## config.mk

```make
export PLATFORM = sky130hd
export DESIGN_NAME = boi_pipe_stage
export DESIGN_NICKNAME = d
export VERILOG_FILES = /design/src/sv/boi_pipe_stage.sv
export SDC_FILE = /design/constraint.sdc
export NUM_CORES = 1
export LEC_CHECK = 0
export BUFFER_PORTS_ARGS = -buffer_cell sky130_fd_sc_hd__buf_4
export CAP_MARGIN = 20
export CORE_AREA = 4 4 41 43
export DETAILED_ROUTE_END_ITERATION = 6
export DIE_AREA = 0 0 45 47
export REMOVE_ABC_BUFFERS = 1
export SETUP_SLACK_MARGIN = 0.5
export SLEW_MARGIN = 20
export SYNTH_ARGS = -nofsm -noshare
export SYNTH_HDL_FRONTEND = slang
export SYNTH_SLANG_ARGS = --single-unit
```

## constraint.sdc

```tcl
create_clock -name clk -period 2.4 [get_ports clk]
set_input_delay 0.12 -clock clk [delete_from_list [all_inputs] [get_ports clk]]
set_output_delay 0.12 -clock clk [all_outputs]
set_load 0.01 [all_outputs]
```

## src/sv/boi_pipe_stage.sv

```systemverilog
// One register stage with valid bit and stall control.
// Depends on nothing; payload width is a parameter.
`timescale 1ns / 1ps

module boi_pipe_stage #(
    parameter int WIDTH = 8
) (
    input  logic             clk,
    input  logic             rst_n,
    input  logic             in_valid,
    output logic             in_ready,
    input  logic [WIDTH-1:0] in_data,
    output logic             out_valid,
    input  logic             out_ready,
    output logic [WIDTH-1:0] out_data
);

    logic             valid_reg;
    logic [WIDTH-1:0] data_reg;

    // accept when empty or when the held word leaves this cycle
    assign in_ready  = !valid_reg || out_ready;
    assign out_valid = valid_reg;
    assign out_data  = data_reg;

    always_ff @(posedge clk or negedge rst_n)
    begin
        if (!rst_n)
        begin
            valid_reg <= 1'b0;
        end
        else if (in_ready)
        begin
            valid_reg <= in_valid;
        end
    end

    always_ff @(posedge clk)
    begin
        if (in_ready && in_valid)
        begin
            data_reg <= in_data;
        end
    end

endmodule

```

## Word level (Yosys, flattened, before mapping)

Index checks and enable logic that the tools add are counted.

- Input port bits: 12
- Logic and storage cells: 5
- Flip-flop bits (word level): 9

- Reduce and logical (&&, ||, !) cells: 3

Operators by type and width:

| operator | number |
|---|---|
| $logic_and A1 B1 Y1 | 1 |
| $logic_not A1 Y1 | 1 |
| $logic_or A1 B1 Y1 | 1 |

## Longest topological paths before layout

Gate-level depths: netlist of the first run.

- Depth after elaboration: 3
- Mapped depth: 2

## Worst setup path before layout of the first run

OpenSTA, ideal clock, no wires.

- Kind: register to register
- Start: register valid_reg, in the netlist out_valid
- End: register data_reg[0], in the netlist out_data[0], enable pin
- Data arrival time: 709 ps
- Clock period less this slack: 1009 ps
- Library setup time: 300 ps
- Data required time: 2100 ps
- Cell stages (with the launch flop): 3
- Buffers on the path: 0
- Slack: 1391 ps
- Cells stage by stage: dfrtp_1 -> nand2b_4 -> and2_4

- Longest elaborated chain between the ends: 3

Ends and longest elaborated chain:

| what | RTL line | RTL |
|---|---|---|
| start: declaration | 18 | `logic valid_reg;` |
| start signal: assignment | 34 | `valid_reg <= in_valid;` |
| $logic_not A1 Y1 | 22 | `assign in_ready = !valid_reg \|\| out_ready;` |
| $logic_or A1 B1 Y1 | 22 |  |
| named net in_ready | 11 | `output logic in_ready,` |
| $logic_and A1 B1 Y1 | 40 | `if (in_ready && in_valid)` |
| end signal: assignment | 42 | `data_reg <= in_data;` |
| end: declaration | 19 | `logic [WIDTH-1:0] data_reg;` |

The timed path passes the listed nets, and every way through them passes these cells.
A chain may end at the register's enable or synchronous reset.

## Worst setup path after layout of the first run

- Start: register valid_reg, in the netlist out_valid
- End: register data_reg[7], in the netlist out_data[7], enable pin

- Longest elaborated chain between the ends: 3

Ends and longest elaborated chain:

| what | RTL line |
|---|---|
| $logic_not A1 Y1 | 22 |
| $logic_or A1 B1 Y1 | 22 |
| $logic_and A1 B1 Y1 | 40 |

No other way between the ends.

==> results.yml, run 1 <==
timing:
  clock.fmax_mhz: 1030
  maxSlewViolCount: 0
  fin_crit_sh: 0.405
  post-route-min-period_ns: 0.971
  fin_skew_ns: 0.00140
  worst_pin_slew_ns: 0.118
  setup_tns_ns: 0
  rsz0062_at_grt: "no"
  whs_ns: 0.0485
  maxSlewHeadroom: 0.921
  hold_violations: 0
  setup_viol: 0
clock_tree:
  numCtsBuffers: 3
  post_cts_buffers: 0
  path_clk_slew_ns: 0.06
  cts_hold_buffers: 1
  root_buffer: "clkbuf_4"
  clock_sinks: 9
  cts_max_level: 1
  cts_buffer_depth: 2
  ctsResizeCount: 0
  clk_latency_ns: 0.24
  cts_tree: "yes"
setup_path:
  endpoint_kind: "flop"
  max_stage_delay_ns: 0.40
  critPathLaunch: "out_valid"
  cp_cell_sequence: "nand2b_4 > and2_4"
  ff2ff_path_depth: 2
  required_ns: 2.36
  crit_path_start_kind: "flop"
  crit_arrival_ns: 0.93
  crit_type: "reg2reg"
  critPathMaxFanout: 8
  crit_slowest_cell: "dfrtp_1"
  r2r_slack_ns: 1.43
  r2r-start: "out_valid"
floorplan:
  coreArea_mm2: 0.00130
  die_x_um: 45
  die_area_mm2: 0.00212
  initial_core_util: 0.226
  fp-row-count: 13
  ioPinCount: 22
  die_h_um: 47
layout:
  diodes: 0
  fin_cells: 53
  syn_to_final_growth_pct: 72.3
  multiInputGateArea_um2: 28.8
  layout_commonest_cell: "buf_4"
  final_layout_size_suffix_gt1_frac: 0.684
  fill_cells: 131
  nets: 51
  seq_area_um2: 265
  layout_common_cells: "21 x buf_4, 8 x edfxtp_1, 3 x clkbuf_4"
synthesis:
  synth_warnings: 0
  synth_xor_area_frac: 0
  yosysSeqAreaShare: 0.902
  synthAdderAreaFrac: 0
  syn_area_um2: 294
  synth.largest_area_cell: "edfxtp_1"
  synth_compound_area_frac: 0
  ys_types: 5
  syn_inst: 12
  synth_top_area_share: 0.817
  synth_mux_area_frac: 0
  synth_simple_gate_area_frac: 0.0979
  ys_top_cells_by_area: "edfxtp_1 82%, dfrtp_1 8.5%, nand2b_4 4.7%"
  ys_seq_elements: 9
  synth_top_family_by_area: "simple AND/OR/NAND/NOR gates"
  syn_area_per_cell_um2: 24.5
global_routing:
  grt_pass1_vias: 230
  grt_pass1_wl_um: 897
  gr-total-overflow: 0
  antenna_found_initial: 0
  grt_use_total: 0.0586
  grt_start_max_net_pins: 9
run:
  maxCapViolCount: 0
routing:
  routed_via_density: 3.77
  first_iter_violations: 1
  vias: 200
  drc: 0
  drt_first_pass_iters: 2
  wire_per_inst_um: 10.6
  routed_wl_um: 562
  ant_nets: 0
min_path:
  hold_class: "in2reg"
  min_from: "in_data[2]"
  whs_path_depth: 1
placed_design:
  place_inst: 48
  place.gp.congestion: 0.639
  numPortBuffers: 21
power_and_ir_drop:
  irDropWorstVdd_mv: 0.326
  power_density_mw_per_mm2: 658
  p_leak_nw: 0.223
status:
  status: "completed"
==> cells in the mapped netlist <==
cell	count
and2_4	1
dfrtp_1	1
edfxtp_1	8
nand2b_1	1
nand2b_4	1
==> cell families (layout without fill, tap and decap cells) <==
group                  Yosys count  count (layout)
AND/OR/NAND/NOR                  3               3
buffers and inverters            0              26
flip-flops                       9               9
==> layout make-up <==
class | count | share of cell area
flip-flops and latches | 9 | 0.523
repair buffers | 22 | 0.331
multi-input cells | 3 | 0.0568
clock buffers | 4 | 0.0519
well taps | 15 | 0.0370
==> report_power, final <==
| group | internal (mW) | leakage, nW | switching, mW |
|---|---|---|---|
| Sequential | 0.181 | 0.0869 | 0.00281 |
| Clock | 0.0635 | 0.0150 | 0.0443 |
| Combinational | 0.0266 | 0.121 | 0.0151 |
==> layer usage <==
layer  global-route usage  wire [um]  vias up
met4               0.0175          0        0
li1                     -          -       98
met2                0.119        326       12
met5                    0          0        -
met3               0.0345         97        0
met1               0.0452        138       90
==> sequential cells by signal (all words and copies together), names as in the netlist <==
name,cells
out_valid,1
out_data,8
==> final timing paths <==
check | end
max | out_data[7]
min | out_data[2]
max reg2reg | out_data[7]
min reg2reg | out_valid
max in group asynchronous | out_valid
min in group asynchronous | out_valid
==> critical path, delay by kind of cell, from the launching register on <==
kind / cells / cell delay [ns]
AND/OR/NAND/NOR: 2 / 0.28
flip-flops: 1 / 0.40
==> stage by stage <==
stage	cell area, um2	setup slack [ns]	utilization	total power, mW
2_1_floorplan	294	1.39	-	0.200
3_3_place_gp	470	1.44	0.362	0.227
3_5_place_dp	470	1.43	0.362	0.229
4_1_cts	507	1.42	0.389	0.340
5_1_grt	507	1.38	0.389	0.354
6_report	507	1.43	0.389	0.334
(Power assumes the default switching activity.)
==> run 2: changes to the inputs <==
==> constraint.sdc (replaced) <==
create_clock -name clk -period 0.9 [get_ports clk]
set_input_delay 0.045 -clock clk [delete_from_list [all_inputs] [get_ports clk]]
set_output_delay 0.045 -clock clk [all_outputs]
set_load 0.01 [all_outputs]
==> results.yml, run 2 (synthesis gave the netlist of run 1 again) <==
status:
  violations: "hold timing, setup timing"
  status: "finished with violations"
timing:
  setup_viol: 10
  worst_pin_slew_ns: 0.122
  whs_ns: -0.0297
  fin_crit_sh: 1.08
  maxSlewViolCount: 0
  clock.fmax_mhz: 1030
  postLayoutSetupSlackWorst_ns: -0.0714
  hold_violations: 8
  post-route-min-period_ns: 0.971
  fin_skew_ns: 0.00300
  rsz0062_at_grt: "yes"
  maxSlewHeadroom: 0.919
clock_tree:
  cts_buffer_depth: 2
  cts_hold_buffers: 1
  numCtsBuffers: 3
  cts_tree: "yes"
  root_buffer: "clkbuf_4"
  clk_latency_ns: 0.25
  path_clk_slew_ns: 0.06
  clock_sinks: 9
  cts_max_level: 1
global_routing:
  met2_usage: 0.133
  grt_use_total: 0.0682
  use_met1: 0.0643
  grt_start_max_net_pins: 9
  antenna_found_initial: 0
  grtUsageMet3: 0.0307
  grt_pass1_wl_um: 1040
  gr-total-overflow: 0
  grt_pass1_vias: 258
  grt.busiest_layer: "met2"
floorplan:
  die_area_mm2: 0.00212
  die_h_um: 47
  initial_core_util: 0.226
  coreArea_mm2: 0.00130
  fp-row-count: 13
  ioPinCount: 22
  die_x_um: 45
min_path:
  hold_class: "in2reg"
placed_design:
  dpl_cell_area_um2: 478
  numPortBuffers: 21
  place.gp.congestion: 0.650
  place_inst: 49
run:
  maxCapViolCount: 0
layout:
  largest_reg_flops: 8
  final_cell_area_um2: 563
  layout_common_cells: "12 x buf_4, 11 x buf_6, 8 x edfxtp_1"
  final_layout_size_suffix_gt1_frac: 0.700
  syn_to_final_growth_pct: 91.5
  diodes: 0
  nets: 53
  fin_util: 0.433
  layout_commonest_cell: "buf_4"
  fill_cells: 127
  fin_cells: 55
setup_path:
  critPathCapture: "out_data[0]"
  crit_path_start_kind: "flop"
  critPathMaxFanout: 8
  timing.rr.end: "out_data[0]"
  ff2ff_path_depth: 2
  endpoint_kind: "flop"
  crit_type: "reg2reg"
  required_ns: 0.86
  r2r-start: "out_valid"
  critPathLaunch: "out_valid"
  r2r_slack_ns: -0.07
  crit_arrival_ns: 0.93
power_and_ir_drop:
  p_leak_nw: 0.246
  irDropWorstVdd_mv: 1.06
  power_density_mw_per_mm2: 1640
routing:
  vias: 197
  wire_per_inst_um: 10.9
  drc: 0
  drt_first_pass_iters: 1
  ant_nets: 0
  first_iter_violations: 0
  routed_wl_um: 601
  routed_via_density: 3.58
[run 2: changes by cell type in the layout (fill, tap and decap cells not counted), sizes merged]
| cell | before | now |
|---|---|---|
| buf | 21 | 23 |
[run 2: final cells by class]
class / count / area (um2) / area share
clock buffers: 4 / 26.3 / 0.0467
multi-input cells: 3 / 28.8 / 0.0511
flip-flops and latches: 9 / 265 / 0.471
well taps: 15 / 18.8 / 0.0333
repair buffers: 24 / 224 / 0.398
[run 2: per-layer routing]
metal  routed length, um  part of all wire  vias to the layer above
met5                   0                 0                        -
met4                   0                 0                        0
met3                  77              0.13                        0
met2                 338              0.56                       12
met1                 185              0.31                       86
li1                    -                 -                       99
[run 2: worst min path at each step]
stage	start	end	slack, ns	cells after the start
4_1_cts	in_data[6]	out_data[6]	-0.04	1
3_3_place_gp	rst_n	out_valid	-0.18	1
2_1_floorplan	rst_n	out_valid	-0.25	0
3_5_place_dp	rst_n	out_valid	-0.18	1
5_1_grt	in_data[2]	out_data[2]	-0.04	1
6_report	in_data[5]	out_data[5]	-0.03	1
[run 2: timing repair]
item,in CTS,in global routing
hold endpoints to repair,10,9
buffers inserted,1,0
pin swaps,1,0
setup endpoints to repair,19,19
gates resized for setup,11,0
[run 2: worst max-delay path: stages (launching register included)]
cell and delay [ns]:
dfrtp_1 0.40, nand2b_4 0.08, and2_4 0.19
[run 2: power breakdown]
part	switching (mW)	internal [mW]	leakage [nW]
sequential	0.0111	0.483	0.0869
combinational	0.0438	0.0947	0.144
clock	0.121	0.170	0.0150
[run 2: stage by stage]
stage	power, mW	hold WS [ns]	worst slack [ns]	setup TNS, ns
final	0.923	-0.0297	-0.0714	-0.665
after CTS	0.937	-0.0367	-0.0816	-0.756
after global placement	0.610	-0.180	-0.0567	-0.453
after global routing	0.970	-0.0429	-0.113	-1.06
after floorplan	0.532	-0.251	-0.109	-0.869
after detailed placement	0.614	-0.177	-0.0685	-0.547
==> run 3: changes to the inputs <==
==> constraint.sdc (replaced) <==
create_clock -name clk -period 0.9 [get_ports clk]
set_input_delay 0.09 -clock clk [delete_from_list [all_inputs] [get_ports clk]]
set_output_delay 0.09 -clock clk [all_outputs]
set_load 0.005 [all_outputs]
==> results.yml, run 3 (synthesis gave the netlist of run 1 again) <==
status:
  status: "finished with violations"
  violations: "setup timing"
power_and_ir_drop:
  power_density_mw_per_mm2: 1630
  p_leak_nw: 0.245
  irDropWorstVdd_mv: 1.06
routing:
  vias: 197
  drt_first_pass_iters: 1
  drc: 0
  routed_via_density: 3.58
  first_iter_violations: 0
  routed_wl_um: 603
  wire_per_inst_um: 11.0
  ant_nets: 0
clock_tree:
  clock_sinks: 9
  clk_latency_ns: 0.25
  root_buffer: "clkbuf_4"
  cts_buffer_depth: 2
  cts_tree: "yes"
  path_clk_slew_ns: 0.06
  numCtsBuffers: 3
  cts_max_level: 1
floorplan:
  coreArea_mm2: 0.00130
  die_area_mm2: 0.00212
  die_x_um: 45
  ioPinCount: 22
  fp-row-count: 13
  initial_core_util: 0.226
  die_h_um: 47
timing:
  worst_pin_slew_ns: 0.122
  setup_viol: 10
  maxSlewViolCount: 0
  rsz0062_at_grt: "yes"
  post-route-min-period_ns: 1.00
  hold_violations: 0
  maxSlewHeadroom: 0.919
  postLayoutSetupSlackWorst_ns: -0.102
  fin_crit_sh: 1.11
  setup_tns_ns: -0.744
  fin_skew_ns: 0.00300
  clock.fmax_mhz: 998
  whs_ns: 0.0153
min_path:
  whs_path_depth: 1
  hold_path_end: "out_data[5]"
  hold_class: "in2reg"
  min_from: "in_data[5]"
layout:
  syn_to_final_growth_pct: 90.2
  final_cell_area_um2: 559
  fill_cells: 128
  largest_reg_flops: 8
  layout_common_cells: "13 x buf_4, 10 x buf_6, 8 x edfxtp_1"
  fin_util: 0.430
  seq_area_um2: 265
  final_layout_size_suffix_gt1_frac: 0.700
  layout_commonest_cell: "buf_4"
  diodes: 0
  multiInputGateArea_um2: 28.8
  nets: 53
setup_path:
  r2r-start: "out_valid"
  ff2ff_path_depth: 2
  critPathMaxFanout: 2
  endpoint_kind: "output pin"
  crit_path_start_kind: "flop"
  crit_arrival_ns: 0.91
  required_ns: 0.81
  crit_type: "reg2out"
  r2r_slack_ns: -0.07
  timing.rr.end: "out_data[0]"
global_routing:
  grt_pass1_wl_um: 1040
  grt_start_max_net_pins: 9
  grt_use_total: 0.0682
  gr-total-overflow: 0
  antenna_found_initial: 0
  grt_pass1_vias: 258
placed_design:
  numPortBuffers: 21
  place.gp.congestion: 0.650
  dpl_cell_area_um2: 478
run:
  maxCapViolCount: 0
[run 3: changes by cell type in the layout (fill, tap and decap cells not counted)]
cell / before / now
buf_4: 12 / 13
buf_6: 11 / 10
[run 3: metrics by stage]
step                instances  setup slack (ns)  power [mW]
finish                     55            -0.102       0.911
global route               55            -0.143       0.958
CTS                        55            -0.114       0.923
detailed placement         49           -0.0685       0.604
global placement           49           -0.0567       0.600
floorplan                  12           -0.0646       0.522
[run 3: report_power, final]
part	leakage (nW)	total, mW	internal [mW]	switching (mW)
clock	0.0150	0.290	0.170	0.121
combinational	0.143	0.127	0.0926	0.0342
sequential	0.0869	0.494	0.483	0.0106
total	0.245	0.911	0.746	0.166
[run 3: worst max-delay path by stage]
stage,cells after the start,startpoint,slack [ns],to
3_3_place_gp,2,out_valid,-0.06,out_data[4]
5_1_grt,3,out_valid,-0.14,in_ready
2_1_floorplan,2,out_valid,-0.06,out_data[0]
6_report,3,out_valid,-0.10,in_ready
4_1_cts,3,out_valid,-0.11,in_ready
3_5_place_dp,2,out_valid,-0.07,out_data[7]
[run 3: what timing repair did]
action / in CTS / in global routing
gates resized for setup: 9 / 1
hold endpoints to repair: 1 / 0
hold buffers: 1 / 0
buffers inserted: 1 / 0
pin swaps: 1 / 0
setup endpoints to repair: 19 / 19
[run 3: critical path, stage by stage (launching register included)]
cell and delay, ns:
dfrtp_1 0.38, nand2b_4 0.07, buf_6 0.11, buf_6 0.10
[run 3: final cells by class]
class,count,share of cell area
tap,15,0.0336
multi-input combinational,3,0.0515
clock buffer,4,0.0470
timing repair buffer,24,0.394
sequential,9,0.474
[run 3: metal layers]
layer / part of all wire / vias to the layer above / GRT usage
met5: 0 / - / 0
met1: 0.31 / 86 / 0.0643
met2: 0.56 / 12 / 0.133
met4: 0 / 0 / 0.0175
met3: 0.13 / 0 / 0.0307
li1: - / 99 / -
